File: config.mk
export PLATFORM = sky130hd
export DESIGN_NAME = transaction_stream_deframer_unit
export DESIGN_NICKNAME = d
export VERILOG_FILES = /design/src/hw/rtl/tsd_pkg.sv /design/src/hw/rtl/tsd_decode.sv /design/src/hw/rtl/transaction_stream_deframer_unit.sv
export SDC_FILE = /design/constraint.sdc
export NUM_CORES = 1
export LEC_CHECK = 0
export ABC_CLOCK_PERIOD_IN_PS = 5550
export BUFFER_PORTS_ARGS = -buffer_cell sky130_fd_sc_hd__buf_4
export CAP_MARGIN = 30
export CELL_PAD_IN_SITES_DETAIL_PLACEMENT = 0
export CELL_PAD_IN_SITES_GLOBAL_PLACEMENT = 2
export CORE_MARGIN = 3
export CORE_UTILIZATION = 34
export CTS_CLUSTER_DIAMETER = 120
export DETAILED_ROUTE_END_ITERATION = 8
export PLACE_DENSITY_LB_ADDON = 0.1
export SYNTH_ARGS = -nofsm -noshare
export SYNTH_HDL_FRONTEND = slang
export SYNTH_SLANG_ARGS = --single-unit
export TNS_END_PERCENT = 100
File: constraint.sdc
create_clock -name i_clk -period 5.55 [get_ports i_clk]
set_clock_uncertainty 0.1 [all_clocks]
set_input_delay 1.11 -clock i_clk [delete_from_list [all_inputs] [get_ports i_clk]]
set_output_delay 1.11 -clock i_clk [all_outputs]
set_load 0.02 [all_outputs]
File: src/hw/rtl/tsd_pkg.sv
`default_nettype none
// ----------------------------------------------------------------------------
// tsd_pkg
// shared types, codes and helpers for the transaction stream deframer
// ----------------------------------------------------------------------------
package tsd_pkg;

    typedef enum logic [1:0] {
        KIND_PACKET  = 2'd0,
        KIND_TRANS   = 2'd1,
        KIND_PAYLOAD = 2'd2
    } t_kind;

    localparam logic [3:0] TYPE_READ    = 4'd0;
    localparam logic [3:0] TYPE_WRITE   = 4'd1;
    localparam logic [3:0] TYPE_NIREAD  = 4'd2;
    localparam logic [3:0] TYPE_NIWRITE = 4'd3;
    localparam logic [3:0] TYPE_RMWBITS = 4'd4;
    localparam logic [3:0] TYPE_RMWSUM  = 4'd5;

    localparam logic [3:0] INFO_SUCCESS = 4'h0;
    localparam logic [3:0] INFO_REQUEST = 4'hF;

    localparam logic [3:0] HDR_VERSION  = 4'h2;
    localparam logic [3:0] HDR_MARK     = 4'hF;

    typedef struct packed {
        t_kind       kind;
        logic [31:0] value;
        logic        swapped;
        logic [11:0] id;
        logic [7:0]  count;
        logic [3:0]  type_code;
        logic [3:0]  info;
        logic [8:0]  plen;
        logic        last;
    } t_result;

    function automatic logic [31:0] swap32(input logic [31:0] v);
        swap32 = {v[7:0], v[15:8], v[23:16], v[31:24]};
    endfunction

endpackage : tsd_pkg
`default_nettype wire

File: src/hw/rtl/tsd_decode.sv
`default_nettype none
// ----------------------------------------------------------------------------
// tsd_decode
// classifies one stream word and computes the next deframer state
// ----------------------------------------------------------------------------
module tsd_decode
    import tsd_pkg::*;
(
    input  wire logic [31:0] i_word,
    input  wire logic        i_swap,
    input  wire logic [8:0]  i_remaining,
    output t_result          o_result,
    output logic             o_swap,
    output logic [8:0]       o_remaining
);

    function automatic logic [8:0] payload_size(
        input logic [7:0] words,
        input logic [3:0] tcode,
        input logic [3:0] info
    );
        logic       resp;
        logic [8:0] size;
        resp = (info == INFO_SUCCESS);
        size = 9'd0;
        if (info == INFO_SUCCESS || info == INFO_REQUEST) begin
            unique case (tcode)
                TYPE_READ, TYPE_NIREAD: begin
                    size = resp ? {1'b0, words} : 9'd1;
                end
                TYPE_WRITE, TYPE_NIWRITE: begin
                    size = resp ? 9'd0 : ({1'b0, words} + 9'd1);
                end
                TYPE_RMWBITS: begin
                    size = resp ? 9'd1 : 9'd3;
                end
                TYPE_RMWSUM: begin
                    size = resp ? 9'd1 : 9'd2;
                end
                default: begin
                    size = 9'd0;
                end
            endcase
        end
        payload_size = size;
    endfunction

    logic [31:0] w_swapped;
    logic [31:0] w_value;
    logic [8:0]  w_plen;
    logic [8:0]  w_dec;

    assign w_swapped = swap32(i_word);
    assign w_value   = i_swap ? w_swapped : i_word;
    assign w_plen    = payload_size(w_value[15:8], w_value[7:4], w_value[3:0]);
    assign w_dec     = i_remaining - 9'd1;

    always_comb begin
        o_result       = '0;
        o_swap         = i_swap;
        o_remaining    = i_remaining;
        priority if (i_remaining != 9'd0) begin
            o_result.kind  = KIND_PAYLOAD;
            o_result.value = w_value;
            o_remaining    = w_dec;
            o_result.last  = (w_dec == 9'd0);
        end else if (i_word[7:4] == HDR_VERSION && i_word[31:28] == HDR_MARK) begin
            o_result.kind  = KIND_PACKET;
            o_result.value = w_swapped;
            o_swap         = 1'b1;
        end else if (i_word[7:4] == HDR_MARK && i_word[31:28] == HDR_VERSION) begin
            o_result.kind  = KIND_PACKET;
            o_result.value = i_word;
            o_swap         = 1'b0;
        end else begin
            o_result.kind      = KIND_TRANS;
            o_result.value     = w_value;
            o_result.id        = w_value[27:16];
            o_result.count     = w_value[15:8];
            o_result.type_code = w_value[7:4];
            o_result.info      = w_value[3:0];
            o_result.plen      = w_plen;
            o_result.last      = (w_plen == 9'd0);
            o_remaining        = w_plen;
        end
        o_result.swapped = o_swap;
    end

endmodule : tsd_decode
`default_nettype wire

File: src/hw/rtl/transaction_stream_deframer_unit.sv
`default_nettype none
// ----------------------------------------------------------------------------
// transaction_stream_deframer_unit
// splits a stream of 32-bit words into packet headers, transaction headers
// and payload words
// ----------------------------------------------------------------------------
// input channel: i_valid / o_ready carry one stream word per transaction.
// output channel: o_valid / i_ready carry one classified word per input
// word, with kind, value after byte swap, byte-order flag, decoded header
// fields, payload length and a last-of-transaction mark.
// the output is registered: an accepted word is shown from the next cycle.
// throughput is one word per cycle while i_ready is high; the decode is a
// single combinational pass from the input port into the output register.
// o_ready is high while the output register is empty or being taken, so a
// stalled receiver holds the current result and blocks only new input.
// reset empties the output register, clears the byte-order flag to native
// order and clears the pending payload count.
// ----------------------------------------------------------------------------
module transaction_stream_deframer_unit
    import tsd_pkg::*;
(
    input  wire logic        i_clk,
    input  wire logic        i_rst_n,
    input  wire logic        i_valid,
    output logic             o_ready,
    input  wire logic [31:0] i_stream_word,
    output logic             o_valid,
    input  wire logic        i_ready,
    output logic [1:0]       o_word_kind,
    output logic [31:0]      o_word_value,
    output logic             o_swapped_order,
    output logic [11:0]      o_hdr_id,
    output logic [7:0]       o_word_count,
    output logic [3:0]       o_type_code,
    output logic [3:0]       o_hdr_info,
    output logic [8:0]       o_payload_length,
    output logic             o_last_of_transaction
);

    logic       r_valid;
    logic       r_swap;
    logic [8:0] r_remaining;
    t_result    r_out;

    t_result    n_out;
    logic       n_swap;
    logic [8:0] n_remaining;
    logic       w_accept;

    tsd_decode u_decode (
        .i_word      (i_stream_word),
        .i_swap      (r_swap),
        .i_remaining (r_remaining),
        .o_result    (n_out),
        .o_swap      (n_swap),
        .o_remaining (n_remaining)
    );

    assign o_ready  = !r_valid || i_ready;
    assign w_accept = i_valid && o_ready;

    always_ff @(posedge i_clk) begin
        if (!i_rst_n) begin
            r_valid     <= 1'b0;
            r_swap      <= 1'b0;
            r_remaining <= 9'd0;
        end else begin
            if (w_accept) begin
                r_valid     <= 1'b1;
                r_swap      <= n_swap;
                r_remaining <= n_remaining;
            end else if (i_ready) begin
                r_valid <= 1'b0;
            end
        end
    end

    always_ff @(posedge i_clk) begin
        if (w_accept) begin
            r_out <= n_out;
        end
    end

    assign o_valid               = r_valid;
    assign o_word_kind           = r_out.kind;
    assign o_word_value          = r_out.value;
    assign o_swapped_order       = r_out.swapped;
    assign o_hdr_id              = r_out.id;
    assign o_word_count          = r_out.count;
    assign o_type_code           = r_out.type_code;
    assign o_hdr_info            = r_out.info;
    assign o_payload_length      = r_out.plen;
    assign o_last_of_transaction = r_out.last;

endmodule : transaction_stream_deframer_unit
`default_nettype wire
# Word-level counts from Yosys, hierarchy flattened
# Cells that the tools add are included.
# classes
add_sub_neg	2
n_reduce_logical	17
n_mux	21
n_eq_ne	12
# op_table
cell	n
two-way mux 32 bit	3
two-way mux 9 bit	5
case mux 9 bit (4 select lines)	1
two-way mux 33 bit	1
zero test 9 bit	2
equality test 4 x 2 -> 1 bit, second input constant	4
equality test 4 bit, second input constant	3
adder 8 x 1 -> 9 bit, second input constant	1
nonzero test 9 bit	1
subtractor 9 x 1 -> 9 bit, second input constant	1
equality test 4 x 3 -> 1 bit, second input constant	2
zero test 4 bit	2
two-way mux 1 bit	8
two-way mux 8 bit	1
OR reduction 2 bit	3
equality test 4 x 1 -> 1 bit, second input constant	1
two-way mux 2 bit	2
inequality test 2 x 1 -> 1 bit, second input constant	2
logical AND 1 bit	3
AND reduction 3 bit	1
OR reduction 3 bit	1
logical OR 1 bit	2
nonzero test 2 bit	1
zero test 1 bit	1
# word_totals
word_cells	65
reg_bits	84
in_bits	36

# Longest topological paths before layout
# depth
depth_word	9
depth_mapped	12
mapped_depth_nobuf	10

# Modules after synthesis
# From an unflattened synthesis, not the netlist that was laid out.
# unflattened
hier_cells	366
hier_area_um2	4429.2
# modules_own_cells
mod	cells_per_inst	n_inst	area_each_um2	seq_area_each_um2
transaction_stream_deframer_unit	121	1	2641.3	2412.3
tsd_decode	245	1	1788.0	0.0

# Worst setup path before layout
# Ideal clock, no wire load.
# synth_path
kind	input to register
start	in i_ready
end	reg r_remaining[7]
path_slack_ns	0.751
setup_ns	0.059
arrival_time_ns	4.640
stages	8
required_ns	5.391
path_cell_list	nand2b_1 > and2_1 > clkbuf_1 > nand2b_1 > buf_4 > or4_1 > o311ai_1 > and2_1
# synth_between
elab_chain_len	3
# synth_rtl
element	line_no	rtl
start, declared	transaction_stream_deframer_unit.sv:28	input wire logic i_ready,
logical OR 1 bit	transaction_stream_deframer_unit.sv:59	assign o_ready = !r_valid || i_ready;
logical AND 1 bit	transaction_stream_deframer_unit.sv:60	assign w_accept = i_valid && o_ready;
via w_accept	transaction_stream_deframer_unit.sv:48	logic w_accept;
AND reduction 3 bit (no line)	n/a	
end signal, assigned	transaction_stream_deframer_unit.sv:71	r_remaining <= n_remaining;
end, declared	transaction_stream_deframer_unit.sv:42	logic [8:0] r_remaining;
# The timed path passes the listed nets, and every way through them passes these cells.
# A chain may end at the register's enable or synchronous reset.

# Worst setup path after layout
# layout_path
start	reg r_remaining[0]
end	reg r_remaining[3]
# layout_between
elab_chain_len	3
# layout_rtl
element
branches (longest 3 deep; another with subtractor 9 x 1 -> 9 bit)
# Parallel ways; which one is timed is not known.

==> key figures <==
Run status
  • Outcome: finished clean

Routing
  • Final WL: 11200 um
  • Post-route ant nets: 0
  • Drt pass-1 iters: 4
  • Top sig layer: met4
  • Met2 WL: 5160 um
  • DR vias/cell: 5.09
  • Final routed DRC violation total: 0
  • DR iter-0 viols: 204
  • Metal1 wirelength: 5250 um
  • Wire per inst: 17.6 um
  • Vias: 3238
  • Met3 WL: 582 um

Timing
  • Final min period: 3.16 ns
  • Slew margin rel.: 55.3%
  • Final worst slack: 2.39 ns
  • Worst-Margin Slew: 0.652 ns
  • Final Hold Vio Count: 0
  • Crit share post-route: 57.0%
  • RSZ-0062 raised after global routing: no
  • Setup violations, final: 0
  • Fmax: 316 MHz
  • Max Slew Vio Count: 0
  • Setup TNS Final: 0 ns

Clocking
  • Clock Tree Root: clkbuf_16
  • TritonCTS clock tree: done
  • Total CTS buffers: 9
  • Post_cts resized: 0
  • CTS max path bufs: 2
  • Clk slew on worst S/H paths: 0.06 ns
  • Max H-tree Level: 3
  • Number of hold buffers added after CTS: 0
  • TritonCTS Sinks: 84
  • Clk_lat worst skew: 0.35 ns
  • # Post-CTS Setup Buffers: 0

Hold path
  • Hold Path Sink: r_remaining[6]
  • Hold Path Depth: 2
  • Worst Hold Class: register to register
  • Hold wc startpoint: r_remaining[6]

Critical path
  • Crit Path Max Fanout: 10
  • Slowest stage delay, CP: 0.56 ns
  • CP cell instances: inv_1, ha_1, nor3b_1, and3_1, inv_6, a211oi_4, nand2b_1, or3_2, o211ai_1, o21a_1
  • R2R cell count: 10
  • Critical R2R Capture: r_remaining[3]
  • Crit path max-delay family: simple AND/OR/NAND/NOR gates
  • RR Startpoint: r_remaining[0]
  • Crit path kind: register to register
  • Worst Path Required: 5.69 ns
  • Startpoint type of the worst setup path: register
  • CP arrival: 3.30 ns
  • Critical path depth: 10
  • CP bufs+invs: 2
  • Setup crit end kind: register
  • Slowest CP cell: and3_1
  • Reg2Reg Setup Slack: 2.39 ns

Floorplan
  • FP Rows: 40
  • Core Area: 12200 sq um
  • Initial cell density of the core: 35.2%
  • DIE WIDTH: 118 um
  • Die ar.: 14000 sq um
  • Top Ports: 111
  • Die Y: 118 um

Synthesis
  • Commonest cells in the netlist: edfxtp_1 (73), nor2_1 (54), mux2i_1 (31)
  • Top-count cell post-synth: edfxtp_1
  • Top cell type by total area after synthesis: edfxtp_1
  • Yosys reg bits: 84
  • Main synth FF type: edfxtp_1
  • Syn. warnings: 0
  • Post-Synthesis Mean Instance Area: 12.1 sq um
  • Post-synth top area share: 51.2%
  • Top cells by area, synth: edfxtp_1 (51%), mux2i_1 (7.2%), mux2_2 (6.3%)
  • Mapped Area: 4280 sq um
  • EDFF count, synth: 73
  • Library cells used by synthesis: 66
  • Synth Net Count: 392
  • Cell count after synthesis: 353
  • Post-synth ARST share: 0%
  • Sequential area share after synthesis: 56.3%

Place
  • Routability Congestion: 0.797
  • PortBufs: 110
  • Dpl ws: 2.14 ns
  • HPWL after DPL: 7900 um

Power and ir drop
  • Leak pwr: 2.06 nW
  • Worst vdd ir: 0.229 mV
  • Pwr per Cell Area: 431 nW/um^2

Global routing
  • Total track usage: 16.2%
  • First-pass GRT wire length: 17700 um
  • Global route overflow: 0
  • Pin count of the biggest net entering global routing: 44
  • Antenna violations before repair: 0
  • Vias in the first global route: 3214

Cells and area
  • Share of layout cells above drive strength 1: 36.5%
  • Fillcell total: 1156
  • Inserted Diodes: 0
  • Fin nets: 502
  • P&R area growth vs syn: 29.8%

Flow run
  • Max-cap viol count: 0
==> cell type report <==
| type | count | area, sq um | area share (%) |
|---|---|---|---|
| Clock buffer | 12 | 267 | 4.79 |
| Clock inverter | 4 | 31.3 | 0.563 |
| Inverter | 10 | 42.5 | 0.765 |
| Multi-Input combinational cell | 243 | 1730 | 31.2 |
| Sequential cell | 84 | 2410 | 43.4 |
| Tap cell | 168 | 210 | 3.78 |
| Timing Repair Buffer | 115 | 863 | 15.5 |
==> metal layers <==
layer  track usage [%]  vias to the layer above
li1                  -                     1551
met1              22.4                     1577
met2              24.3                       96
met3              4.26                       14
met4              6.15                        0
met5                 0                        -
==> state kept, by name, indices dropped and copies added (netlist names) <==
register               flops
o_word_value              32
o_last_of_transaction      1
o_word_kind                2
o_hdr_id                  12
o_type_code                4
o_payload_length           9
o_valid                    1
o_swapped_order            1
o_word_count               8
r_remaining                9
r_swap                     1
o_hdr_info                 4
==> cell usage in the layout (no fill, tap or decap), types with 5 or more instances in the layout <==
cell | Yosys | routed
edfxtp_1 | 73 | 73
nand3_1 | 6 | 6
mux2_2 | 24 | 24
o21ai_0 | 11 | 11
nor3_1 | 8 | 8
a21oi_1 | 6 | 6
mux2i_1 | 31 | 31
nor2b_1 | 5 | 5
buf_4 | 3 | 115
nand2_1 | 16 | 16
dfxtp_1 | 11 | 10
inv_1 | 8 | 8
clkbuf_16 | 0 | 9
nor2_1 | 54 | 54
==> power by group <==
group,internal (mW),switching [mW]
registers,0.868,0.0621
clock network,0.342,0.257
logic,0.324,0.546
total,1.53,0.865
==> through the flow <==
step	instance area [sq um]	utilization (%)	total power, mW	hold slack (ns)	cells
3_3_place_gp	5260	43.3	1.82	0.400	620
3_5_place_dp	5260	43.3	1.82	0.413	620
5_1_grt	5560	45.7	2.56	0.468	636
6_report	5560	45.7	2.40	0.423	636
2_1_floorplan	4280	-	1.52	0.369	353
4_1_cts	5560	45.7	2.44	0.420	636
==> worst max path at each step <==
stage                                 from                    end
after global placement    i_stream_word[7]  o_last_of_transaction
after global routing                r_swap         r_remaining[2]
after CTS                   r_remaining[0]         r_remaining[3]
after floorplan                    i_ready         r_remaining[7]
after detailed placement  i_stream_word[7]  o_last_of_transaction
final                       r_remaining[0]         r_remaining[3]
==> kinds of logic (layout without fill, tap and decap cells) <==
group                    after synthesis  after routing  share of synthesized area (%)
AO/OA/AOI/OAI                         56             56                           9.93
flip-flops                            84             84                           56.3
AND/OR/NAND/NOR                      124            124                           14.9
adder cells (fa/ha/maj)                3              3                          0.876
multiplexers                          57             57                           14.1
buffers and inverters                 26            141                           3.33
XOR/XNOR                               3              3                          0.613
==> worst reg2reg max path: stages (launching register included) <==
cell and delay (ns):
dfxtp_1 0.36, inv_1 0.09, ha_1 0.21, nor3b_1 0.44, and3_1 0.56, inv_6 0.10, a211oi_4 0.35, nand2b_1 0.39
or3_2 0.19, o211ai_1 0.08, o21a_1 0.19
Power figures use the tool's default switching activity.
